File: src/psd_pkg.sv
// Shared widths, result codes and pipeline payload types for the point-to-segment
// squared-distance block. No dependencies.
package psd_pkg;

  localparam int CW  = 24;            // coordinate width
  localparam int DFW = CW + 1;        // coordinate difference width
  localparam int PW  = 2 * DFW;       // product of two differences
  localparam int SW  = PW + 1;        // sum of two products
  localparam int LW  = (SW + 1) / 2;  // low half of |cross| for squaring
  localparam int HW  = SW - LW;       // high half of |cross|
  localparam int NW  = 2 * SW;        // cross squared
  localparam int OW  = 50;            // result width
  localparam int QW  = OW;            // quotient bits produced by the divider
  localparam int DIV_STAGES = QW;     // one quotient bit per stage

  typedef enum logic [1:0] {
    PART_START = 2'd0,
    PART_END   = 2'd1,
    PART_MID   = 2'd2
  } part_e;

  // Sideband that rides along with the divider
  typedef struct packed {
    part_e           part;
    logic [SW-1:0]   dist_end;
  } side_t;

  // Restoring divider working set
  typedef struct packed {
    logic [SW-1:0] rem;
    logic [QW-1:0] low;
    logic [QW-1:0] quo;
    logic [SW-1:0] den;
  } div_t;

endpackage

File: src/psd_square.sv
// Squares |cross| through split partial products (2 stages) and loads the divider.
// Depends on psd_pkg.
module psd_square (
  input  logic                   clk_i,
  input  logic                   rst_ni,
  input  logic                   en_i,
  input  logic                   valid_i,
  input  psd_pkg::side_t         side_i,
  input  logic [psd_pkg::SW-1:0] cm_i,
  input  logic [psd_pkg::SW-1:0] den_i,
  output logic                   valid_o,
  output psd_pkg::side_t         side_o,
  output psd_pkg::div_t          div_o
);
  import psd_pkg::*;

  logic               v4_q, v5_q;
  logic [2*HW-1:0]    hh_q;
  logic [HW+LW-1:0]   hl_q;
  logic [2*LW-1:0]    ll_q;
  side_t              side4_q, side5_q;
  logic [SW-1:0]      den4_q;
  logic [NW-1:0]      sq_d;
  div_t               div_q;

  always_ff @(posedge clk_i or negedge rst_ni) begin
    if (!rst_ni) begin
      v4_q <= 1'b0;
      v5_q <= 1'b0;
    end else if (en_i) begin
      v4_q <= valid_i;
      v5_q <= v4_q;
    end
  end

  // Stage 4: partial products of the split magnitude
  always_ff @(posedge clk_i) begin
    if (en_i) begin
      hh_q    <= (2*HW)'(cm_i[SW-1:LW]) * (2*HW)'(cm_i[SW-1:LW]);
      hl_q    <= (HW+LW)'(cm_i[SW-1:LW]) * (HW+LW)'(cm_i[LW-1:0]);
      ll_q    <= (2*LW)'(cm_i[LW-1:0]) * (2*LW)'(cm_i[LW-1:0]);
      side4_q <= side_i;
      den4_q  <= den_i;
    end
  end

  // Stage 5: combine partial products and seed the divider
  assign sq_d = (NW'(hh_q) << (2*LW)) + (NW'(hl_q) << (LW+1)) + NW'(ll_q);

  always_ff @(posedge clk_i) begin
    if (en_i) begin
      div_q.rem <= sq_d[QW +: SW];
      div_q.low <= sq_d[QW-1:0];
      div_q.quo <= '0;
      div_q.den <= den4_q;
      side5_q   <= side4_q;
    end
  end

  assign valid_o = v5_q;
  assign side_o  = side5_q;
  assign div_o   = div_q;

endmodule

File: config.mk
export PLATFORM = sky130hd
export DESIGN_NAME = psd_square
export DESIGN_NICKNAME = d
export VERILOG_FILES = /design/src/psd_pkg.sv /design/src/psd_square.sv
export SDC_FILE = /design/constraint.sdc
export NUM_CORES = 2
export LEC_CHECK = 0
export BUFFER_PORTS_ARGS = -buffer_cell sky130_fd_sc_hd__buf_2
export CAP_MARGIN = 40
export CORE_ASPECT_RATIO = 1.75
export CORE_MARGIN = 1.5
export CORE_UTILIZATION = 55
export DETAILED_ROUTE_END_ITERATION = 10
export PLACE_DENSITY = 0.73
export SETUP_SLACK_MARGIN = 0.2
export SYNTH_ARGS = -nofsm -noshare
export SYNTH_HDL_FRONTEND = slang
export SYNTH_SLANG_ARGS = --single-unit
File: constraint.sdc
create_clock -name clk_i -period 4.21 [get_ports clk_i]
set_clock_uncertainty 0.05 [all_clocks]
set_input_delay 0.6315 -clock clk_i [delete_from_list [all_inputs] [get_ports clk_i]]
set_output_delay 0.6315 -clock clk_i [all_outputs]
set_load 0.03 [all_outputs]
==> results.md <==
* Placer Congestion at slightly below 1
* Synth unique cells at 80
* Finished Layout Cells at around 11,000
* HPWL reported at the end of detailed placement at slightly below 200,000 um
* Total Wirelength at approximately 250,000 um
* First-pass GRT wire length at 378,000 um
* Predominant post-synthesis flop cell: edfxtp_1
* Critical path launch point: cm_i[19]
* Die W at 284 um
* Residual DRC at 0
* Largest cells by area after synthesis: fa_1, edfxtp_1, ha_1, inv_1, and2_1
* Hold crit path type: in2reg
* RR Startpoint: hl_q[0]
* H-tree lvl count at 2
* Slew Limit Fails at 0
* Cell Area, Synth at approximately 76,000 sq um
* Max Cap Viol at 0
* 1st-iter DRT viols at around 3,500
* Area Growth Syn to Fin at 29.5%
* Crit end category: flip-flop
* Clk buf depth at 3
* Nets at 11,469
* Vias in the first global route at 68,609
* Seq/Total Area, Yosys at between 15 and 20%
* Max incr delay on CP at 0.60 ns
* Arrival time at the worst endpoint at 7.33 ns
* Most used cell along the critical path: fa_1
* CTS clk-pin slew, worst paths at roughly 0.08 ns
* CTS tree: done
* Failing checks: negative setup slack
* GRT Util Overall at between 30 and 40%
* Delay-heaviest family, CP: adder cells
* Row count at between 150 and 200
* Yosys Warn Count at 0
* Io pins at 415
* DR vias at 60,767
* Filler cells at ~9,400
* Final hold vios at 0
* Status: complete, but fails checks
* Final setup margin at -2.79 ns
* WP data required at about 4.5 ns
* Fmax at around 0.14 GHz
* Slew HR at 35.7%
* Clock Root Buffer: clkbuf_16
* Final setup viols at 133
* Synthesized area per cell at around 10 sq um
* Final core utilization at 71.8%
* Leading area contributor after synthesis: fa_1
* Final period utilization at 166%
* Worst-margin pin slew at roughly 0.96 ns
* Core area at between 100,000 and 150,000 sq um
* Buffer and inverter count on the worst path at 8
* Largest net degree at the start of global routing at around 110
* Yosys reg bits at between 400 and 500
* Setup_tns at -266.59 ns
* DRT antenna net count at 0
* Initial Util at a little under three fifths
* Sink Count at 460
* Vias per cell at ~5.5
* Die height at a little under 500 um
* Crit path time final at around 7 ns
* Worst-skew pair later-pin latency at approximately 0.64 ns
* Pre-antenna DRT Iters at 6
* Worst setup SP type: primary input
* Commonest non-fill, non-tap cell in the layout: inv_1
* Syn Inst Count at between 7,000 and 8,000
* Inst Count DP at about 11,000
* Async SR Flop Fraction at less than 1%
* Hold path start: side_i[26]
* GRT Residual Overflow at 0
* CTS Buf Count at between 40 and 50
* Post-synth EDFFs at 458
* Die area at about 140,000 sq um
* Initial antenna violation count at 13
* WS Path Type: in2reg
* Most frequent cells in the layout: inv_1, fa_1, buf_4
* Synth top area share at between 40 and 50%
* WL/cell at 22.9 um
* Crit path max fanout at 6
* Layout cells sized above 1 at a little under a third
* RSZ-0062 raised after global routing: true
* Crit-path slowest cell: fa_2
* IO buf count at 363
-- cell usage after synthesis (all sizes together) (4+ instances only) --
library cell	instances
nand2b	24
a31o	4
nand2	766
a21o	140
and3	30
nor2b	26
clkbuf	303
o211ai	19
a221oi	8
inv	2023
a221o	4
o2111ai	6
o21bai	26
nor4	6
o21a	28
a41oi	4
or2	6
a211oi	16
o221ai	5
and4	7
xor2	75
a31oi	29
a2111oi	6
clkinv	5
fa	1529
nand4	33
o31ai	7
o41ai	4
a21oi	203
edfxtp	458
xnor2	159
nor2	191
and2	566
ha	615
or3	9
nor3	16
a21boi	11
buf	61
nand3	43
o21ai	121
mux2	5
-- registers in the layout, summed over array words and instances, names as in the netlist --
name	flops
side_o	53
v4_q	1
ll_q	51
den4_q	51
valid_o	1
side4_q	53
hl_q	51
hh_q	48
div_o	151
-- layer usage --
| layer | part of all wire [%] | track usage (%) | up-vias | wire, um |
|---|---|---|---|---|
| met1 | 29 | 33.3 | 30383 | 73500 |
| met4 | 13 | 36.2 | 12 | 31800 |
| met2 | 51 | 64.7 | 3029 | 129000 |
| met3 | 7.1 | 7.09 | 1472 | 17800 |
| li1 | - | - | 25871 | - |
| met5 | 0.036 | 0 | - | 90 |
-- final timing paths --
path | endpoint | slack (ns) | cells past startpoint
setup / recovery | ll_q[51] | -2.79 | 27
hold / removal | side4_q[26] | 0.11 | 1
setup reg to reg | div_o[176] | 0.13 | 13
hold reg to reg | div_o[23] | 0.36 | 0
max in group asynchronous | valid_o | 3.76 | 2
min in group asynchronous | v4_q | 0.26 | 2
-- logic make-up (layout without fill, tap and decap cells) --
| logic type | count (synthesis) | in the layout | synth area share (%) |
|---|---|---|---|
| other | 1 | 57 | 0.00492 |
| AOI/OAI and AO/OA | 670 | 670 | 5.71 |
| DFF | 460 | 460 | 18.1 |
| adders and majority gates | 2144 | 2144 | 50.3 |
| buffers and inverters | 2392 | 3897 | 12.0 |
| and+or+nand+nor | 1737 | 1737 | 11.1 |
| muxes | 7 | 7 | 0.100 |
| xor gates and xnor gates | 234 | 234 | 2.69 |
-- stage by stage --
step | worst slack (ns) | hold slack, ns | cell area (sq um)
floorplan | -2.79 | 0.286 | 79300
CTS | -2.62 | 0.0804 | 96400
detailed placement | -3.90 | 0.355 | 89700
global placement | -3.83 | 0.350 | 89700
global route | -2.96 | 0.0995 | 98700
finish | -2.79 | 0.107 | 98700
-- area by class of cell --
type	count	area (sq um)	share of cell area (%)
Sequential cell	460	13800	14.0
Multi-Input combinational cell	4843	58000	58.8
Antenna cell	6	15.0	0.0152
Clock buffer	51	1150	1.16
Inverter	2028	7700	7.80
Timing Repair Buffer	1789	15400	15.6
Tap cell	1820	2280	2.31
Clock inverter	29	358	0.362
-- worst reg2reg max path, stage by stage, from the launching register on --
cell	delay, ns
edfxtp_1	0.34
ha_1	0.28
inv_1	0.09
fa_1	0.41
nor2b_1	0.12
o21ai_0	0.24
a21oi_1	0.30
o211ai_1	0.20
a211oi_1	0.35
o31ai_1	0.21
or4_1	0.49
a21oi_1	0.38
a211oi_1	0.16
xnor2_1	0.18
-- repair_timing --
action                     in CTS  in global routing
setup endpoints to repair     136                160
cloned                          7                  3
pin swaps                     395                283
resized for setup             873                411
setup buffers                 168                 85
hold buffers                    1                  0
hold endpoints to repair        2                  0
Power is left out: the tool's default activity adds up to more than one toggle a clock period on the data nets, which glitch-free logic cannot reach.
