<file path="src/psd_pkg.sv">
// Shared widths, result codes and pipeline payload types for the point-to-segment
// squared-distance block. No dependencies.
package psd_pkg;

  localparam int CW  = 24;            // coordinate width
  localparam int DFW = CW + 1;        // coordinate difference width
  localparam int PW  = 2 * DFW;       // product of two differences
  localparam int SW  = PW + 1;        // sum of two products
  localparam int LW  = (SW + 1) / 2;  // low half of |cross| for squaring
  localparam int HW  = SW - LW;       // high half of |cross|
  localparam int NW  = 2 * SW;        // cross squared
  localparam int OW  = 50;            // result width
  localparam int QW  = OW;            // quotient bits produced by the divider
  localparam int DIV_STAGES = QW;     // one quotient bit per stage

  typedef enum logic [1:0] {
    PART_START = 2'd0,
    PART_END   = 2'd1,
    PART_MID   = 2'd2
  } part_e;

  // Sideband that rides along with the divider
  typedef struct packed {
    part_e           part;
    logic [SW-1:0]   dist_end;
  } side_t;

  // Restoring divider working set
  typedef struct packed {
    logic [SW-1:0] rem;
    logic [QW-1:0] low;
    logic [QW-1:0] quo;
    logic [SW-1:0] den;
  } div_t;

endpackage

</file>
<file path="src/psd_div_stage.sv">
// One registered step of the restoring divider: one quotient bit per stage.
// Depends on psd_pkg.
module psd_div_stage (
  input  logic           clk_i,
  input  logic           rst_ni,
  input  logic           en_i,
  input  logic           valid_i,
  input  psd_pkg::side_t side_i,
  input  psd_pkg::div_t  div_i,
  output logic           valid_o,
  output psd_pkg::side_t side_o,
  output psd_pkg::div_t  div_o
);
  import psd_pkg::*;

  logic [SW:0] rs_d;
  logic        ge_d;
  div_t        div_d, div_q;
  side_t       side_q;
  logic        v_q;

  // Shift in the next dividend bit, subtract when it fits
  always_comb begin
    rs_d      = {div_i.rem, div_i.low[QW-1]};
    ge_d      = rs_d >= {1'b0, div_i.den};
    div_d.rem = ge_d ? SW'(rs_d - {1'b0, div_i.den}) : rs_d[SW-1:0];
    div_d.low = div_i.low << 1;
    div_d.quo = {div_i.quo[QW-2:0], ge_d};
    div_d.den = div_i.den;
  end

  always_ff @(posedge clk_i or negedge rst_ni) begin
    if (!rst_ni) begin
      v_q <= 1'b0;
    end else if (en_i) begin
      v_q <= valid_i;
    end
  end

  always_ff @(posedge clk_i) begin
    if (en_i) begin
      div_q  <= div_d;
      side_q <= side_i;
    end
  end

  assign valid_o = v_q;
  assign side_o  = side_q;
  assign div_o   = div_q;

endmodule

</file>
<file path="config.mk">
export PLATFORM = sky130hd
export DESIGN_NAME = psd_div_stage
export DESIGN_NICKNAME = d
export VERILOG_FILES = /design/src/psd_pkg.sv /design/src/psd_div_stage.sv
export SDC_FILE = /design/constraint.sdc
export NUM_CORES = 1
export LEC_CHECK = 0
export BUFFER_PORTS_ARGS = -buffer_cell sky130_fd_sc_hd__buf_2
export CAP_MARGIN = 5
export CORE_AREA = 2 2 200 202
export CTS_BUF_LIST = sky130_fd_sc_hd__clkbuf_4 sky130_fd_sc_hd__clkbuf_8
export DETAILED_ROUTE_END_ITERATION = 10
export DIE_AREA = 0 0 202 204
export SLEW_MARGIN = 10
export SYNTH_ARGS = -nofsm -noshare
export SYNTH_HDL_FRONTEND = slang
export SYNTH_SLANG_ARGS = --single-unit
export TNS_END_PERCENT = 20
</file>
<file path="constraint.sdc">
create_clock -name clk_i -period 2.3 [get_ports clk_i]
set_clock_uncertainty 0.1 [all_clocks]
set_input_delay 0.23 -clock clk_i [delete_from_list [all_inputs] [get_ports clk_i]]
set_output_delay 0.23 -clock clk_i [all_outputs]
set_load 0.005 [all_outputs]
</file>
==> impl_metrics.ini, run 1 <==
[critical_path]
crit_arrival_ns = 2.52
startpoint = div_i[16]
r2r_end = valid_o
start_kind = input pin
reg2regPathDepth = 1
end_kind = flop
r2r_setup_slack_ns = 1.42
cp.required_ns = 2.54
cp-endpoint = div_o[197]
cp_max_fo = 8
critPathKind = in2reg
r2r_start = valid_o

[yosys]
synth-seq-area-share = 0.667
synth_cell_types = 61
avgSynthCellArea_sq_um = 13.0
synth_edf_count = 254
ys_warn_count = 0
syn_area_sq_um = 11500
synth_top_area_share = 0.665
synthArstFlopShare = 0.00392
syn_inst = 882
synth_flop_cell = edfxtp_1
synth_area_leaders = edfxtp_1 (66%), ha_1 (5.6%), o21ai_0 (3.5%), nand2_1 (3.4%), a21oi_1 (2.6%)
synth-seq-cells = 255
synth_nets = 1193
yosys.area.top_type = edfxtp_1

[clock_network]
cts_root_buffer = clkbuf_8
cts_htree_levels = 2
clock_latency_ns = 0.59
cts_buffers = 45
cts_tree = built
clockBufferDepth = 3
clkTransAtPathRegs_ns = 0.06
clock-sinks = 255

[placement]
place_ws_ns = -0.858
place.gp.congestion = 0.845
detailed_place_hpwl_microns = 32200
portBuffers = 512

[grt]
grt_pass1_wl_microns = 64600
overflow = 0
antenna_found_initial = 8
grt_pass1_vias = 11300
grt_max_degree = 56
grt.total_usage = 0.205

[layout]
utilization = 0.520
drive_gt1_frac = 0.463
multiInputGateArea_sq_um = 3920
fin_nets = 2203
area_delta_synth_final_pct = 77.5
nFillCells = 3396
register_area_sq_um = 7650

[drt]
routedWlPerCell_microns = 18.1
antenna_left = 0
drtPass1Iterations = 5
vias_per_cell = 4.51
remaining_drc_errors = 0
finalWirelength_microns = 44400
vias = 11000
initialDrtViolationCount = 493

[power]
vdd_ir_drop_max_mv = 0.464
p_leak_nw = 9.03
power_mw = 13.2
pwr_density_cell_nw_per_um2 = 649

[flow_run]
cap_violations = 0

[sta]
finalSetupViolations = 0
tightest_slew_ns = 0.654
fin_crit_sh = 0.991
hold_violations = 0
clock.fmax_ghz = 0.439
rsz0062_at_grt = yes
post-route-min-period_ns = 2.28
setup_slack_ns = 0.0207
finalMaxSlewViolations = 0
slew_headroom = 0.559

[die]
initial_core_util = 0.293
fp.dieW_microns = 202
dieHeight_microns = 204
rows = 73
die_area_sq_um = 41200
ios = 515
core_area_sq_um = 39200

[status]
outcome = complete, no violations

[worst_hold_path]
hold_path_class = in2reg
## kinds of logic after synthesis
kind of cell,count (synthesis),synth area share
DFF,255,0.667
AOI/OAI and AO/OA,236,0.126
and+or+nand+nor,199,0.0800
buffers and inverters,92,0.0335
adders and majority gates,52,0.0574
xor gates and xnor gates,46,0.0351
other,1,0.000327
muxes,1,0.000981
## flip-flops by register name (all words and copies together), names as in the netlist
register / count
div_o: 201
valid_o: 1
side_o: 53
## per-layer routing
| layer | wire [microns] | share of wire | GRT usage |
|---|---|---|---|
| met1 | 18500 | 0.42 | 0.249 |
| met2 | 21800 | 0.49 | 0.356 |
| met3 | 2690 | 0.060 | 0.0493 |
| met4 | 1460 | 0.033 | 0.0762 |
| met5 | 18 | 0.00041 | 0 |
## cell usage in the layout (no fill, tap or decap), drive strengths merged, types with 10 or more instances in the layout
master	Yosys	routed
buf	17	737
dlygate4sd3	0	258
edfxtp	254	254
nand2	104	104
o21ai	87	87
inv	60	63
a21oi	61	61
clkbuf	15	55
ha	51	51
nor2	27	27
xnor2	24	24
a21o	23	23
xor2	22	22
clkinv	0	15
nand3	13	13
and3	12	12
nand4	10	10
o21bai	10	10
## cell type report
type	count	area share
Sequential cell	255	0.376
Timing Repair Buffer	995	0.343
Multi-Input combinational cell	535	0.192
Clock buffer	55	0.0344
Tap cell	525	0.0322
Inverter	60	0.0120
Clock inverter	23	0.00989
Antenna cell	4	0.000491
## report_power, final
part | switching [mW] | internal, mW
sequential | 0.119 | 5.65
clock | 1.97 | 2.36
combinational | 1.47 | 1.64
## worst min-delay path by stage
stage	cells past startpoint	slack [ns]	startpoint	end
2_1_floorplan	0	-0.17	rst_ni	valid_o
3_3_place_gp	1	-0.09	rst_ni	valid_o
3_5_place_dp	1	-0.09	rst_ni	valid_o
4_1_cts	4	0.09	div_i[153]	div_o[154]
5_1_grt	4	0.08	div_i[153]	div_o[154]
6_report	4	0.08	div_i[153]	div_o[154]
## through the flow
step / hold WS (ns) / setup TNS (ns) / area [sq um] / std cells
after floorplan: -0.166 / -20.28 / 11500 / 882
after global placement: -0.0948 / -36.54 / 16300 / 2102
after detailed placement: -0.0888 / -37.31 / 16300 / 2102
after CTS: 0.0853 / -0.518 / 20000 / 2443
after global routing: 0.0836 / -0.373 / 20400 / 2452
final: 0.0774 / 0 / 20400 / 2452
## Yosys cell counts (13+ instances only)
cell type	instances
a21oi_1	59
edfxtp_1	254
buf_2	13
inv_1	60
xnor2_1	24
xor2_1	22
nand3_1	13
nor2_1	26
ha_1	51
o21ai_0	80
clkbuf_1	15
nand2_1	103
a21o_1	23
## what timing repair did
| item | 4_1_cts | 5_1_grt |
|---|---|---|
| buffers inserted | 5 | 5 |
| gates resized for setup | 48 | 76 |
| hold buffers | 258 | 0 |
| endpoints found under the setup margin | 51 | 51 |
| endpoints found under the hold margin | 281 | 0 |
| pin swaps | 23 | 36 |
## worst max-delay path, cell delays in order
cell and delay [ns]:
buf_8 0.08, inv_4 0.03, ha_4 0.25, nand4_1 0.17, or3_4 0.39, nor2_4 0.13
nand4_1 0.19, o31ai_2 0.26, a41oi_2 0.16, o211a_4 0.22, a2111o_1 0.29, o221a_2 0.12
(Power assumes the default switching activity.)
==> run 2: changes to the inputs <==
--- a/config.mk
+++ b/config.mk
@@ -5,12 +5,12 @@
 export SDC_FILE = /design/constraint.sdc
 export NUM_CORES = 1
 export LEC_CHECK = 0
-export BUFFER_PORTS_ARGS = -buffer_cell sky130_fd_sc_hd__buf_2
 export CAP_MARGIN = 5
 export CORE_AREA = 2 2 200 202
 export CTS_BUF_LIST = sky130_fd_sc_hd__clkbuf_4 sky130_fd_sc_hd__clkbuf_8
 export DETAILED_ROUTE_END_ITERATION = 10
 export DIE_AREA = 0 0 202 204
+export DONT_BUFFER_PORTS = 1
 export SLEW_MARGIN = 10
 export SYNTH_ARGS = -nofsm -noshare
 export SYNTH_HDL_FRONTEND = slang
==> run 2 against run 1 <==
  * The run now ends with negative hold slack, negative setup slack left
  * First-iteration DRC count fell by 4.1%
  * Global-route usage fell by 1.3 points
  * Combinational power fell by 34%
  * Wire length fell by 6.9%
  * Non-clock buffer count fell by 552
  * Worst setup slack got worse by 0.025 ns
  * Highest routed layer unchanged
==> impl_metrics.ini, run 2 (synthesized netlist as in run 1, its figures left out) <==
[status]
outcome = finished with violations
violations = negative hold slack, negative setup slack

[critical_path]
cp_slowest_cell = a2111o_1
start_kind = input pin
end_kind = flop
reg2regPathDepth = 2
max_stage_delay_ns = 0.37
cp.required_ns = 2.56
crit_arrival_ns = 2.56
critPathKind = in2reg
cp_max_fo = 5
crit_chain = inv_1 > ha_1 > o211ai_1 > a21o_1 > nor2b_2 > o21ai_0 > buf_4 > a21oi_4 > o21ai_1 > a41o_2 > a2111o_1 > o221a_2

[drt]
antenna_left = 0
vias_per_cell = 4.73
wl_met2_microns = 20100
route.met3.wl_microns = 3480
remaining_drc_errors = 0
topRoutingLayerUsed = met5
drtPass1Iterations = 5
initialDrtViolationCount = 473
finalWirelength_microns = 41400
wl_met1_microns = 16600
vias = 8959
routedWlPerCell_microns = 21.8

[power]
pwr-share-clk = 0.338
share_comb_of_total_power = 0.169
p_leak_nw = 6.73
vdd_ir_drop_max_mv = 0.425
power_mw = 12.2
p_int_mw = 8.99
switching_power_mw = 3.19
pwr_density_cell_nw_per_um2 = 715
switching_share = 0.262
seq_power_share = 0.493

[layout]
area_delta_synth_final_pct = 48.6
fin_nets = 1649
antenna_cells = 0
utilization = 0.435
drive_gt1_frac = 0.216
final_common_cell = dlygate4sd3_1
largest_reg_flops = 201
instances_no_fill = 1896
final_area_sq_um = 17100
most-common-layout-cells = dlygate4sd3_1 (256), edfxtp_1 (254), buf_4 (183)

[sta]
fin_crit_sh = 1.00
whs_ns = -0.362
hold_violations = 34
setup_slack_ns = -0.00423
rsz0062_at_grt = yes
fin_setup_tns_ns = -0.00423
finalSetupViolations = 1
slew_headroom = 0.224
post-route-min-period_ns = 2.30
finalMaxSlewViolations = 0
tightest_slew_ns = 1.16
clock.fmax_ghz = 0.434

[clock_network]
cts_buffers = 42
clockBufferDepth = 3
cts_tree = built
cts_root_buffer = clkbuf_8
cts_htree_levels = 2
hold_buffers = 256
clkTransAtPathRegs_ns = 0.07
clock_latency_ns = 0.57
clock-sinks = 255

[grt]
grt_pass1_wl_microns = 58500
grt_pass1_vias = 9116
grt.total_usage = 0.193
overflow = 0
antenna_found_initial = 6
grt_max_degree = 256

[placement]
detailed_place_hpwl_microns = 29000
placed_area_sq_um = 13500
portBuffers = 0
placedCellCount = 1562
place_ws_ns = -0.743
place.gp.congestion = 0.838

[die]
core_area_sq_um = 39200
rows = 73
initial_core_util = 0.293
fp.dieW_microns = 202
ios = 515
die_area_sq_um = 41200
dieHeight_microns = 204

[flow_run]
cap_violations = 0

[worst_hold_path]
hold_path_class = in2reg
holdPathStages = 0
## run 2: cell types whose count changed in the layout (fill, tap and decap cells not counted), moves of 5 or more
| cell | previous run | this run |
|---|---|---|
| a21oi_2 | 17 | 9 |
| ha_1 | 35 | 46 |
| o21ai_0 | 49 | 68 |
| ha_4 | 14 | 3 |
| a21oi_1 | 41 | 50 |
| o21ai_1 | 34 | 18 |
| buf_6 | 6 | 1 |
| buf_4 | 219 | 183 |
| inv_1 | 52 | 59 |
| buf_2 | 502 | 0 |
## run 2: critical path, delay by kind of cell
family	cells	cell delay [ns]
adders and majority gates	1	0.34
AOI/OAI and AO/OA	8	1.61
and+or+nand+nor	1	0.21
buffers and inverters	2	0.18
## run 2: area by class of cell
type	instances	area, sq um
flip-flops and latches	255	7650
inverters	60	238
repair buffers	443	4010
fillers	3563	22100
well taps	525	657
clock buffers	48	629
multi-input cells	536	3640
clock inverters	29	226
## run 2: worst paths after layout
check                         start          to  slack [ns]
hold reg to reg             valid_o     valid_o        1.01
hold / removal             div_i[0]    div_o[0]       -0.36
setup reg to reg            valid_o     valid_o        0.86
max in group asynchronous    rst_ni     valid_o        1.70
setup / recovery           div_i[3]  div_o[197]      -0.004
min in group asynchronous    rst_ni     valid_o        0.30
## run 2: repair_timing
action,CTS,global route
setup buffers,0,0
cloned,0,1
hold endpoints to repair,509,256
pin swaps,1,4
setup endpoints to repair,6,51
resized for setup,3,34
## run 2: power by group through the flow
stage / Combinational (mW) / Sequential, mW / Clock (mW)
after floorplan: 0.909 / 5.92 / 0
after global placement: 1.58 / 6.10 / 0
after detailed placement: 1.60 / 6.10 / 0
after CTS: 2.00 / 6.01 / 4.27
after global routing: 2.26 / 6.04 / 4.44
final: 2.06 / 6.01 / 4.12
## run 2: routing by layer
metal,vias up,global-route usage
li1,4204,-
met3,73,0.0706
met1,4310,0.229
met2,366,0.322
met5,-,0
met4,6,0.0649
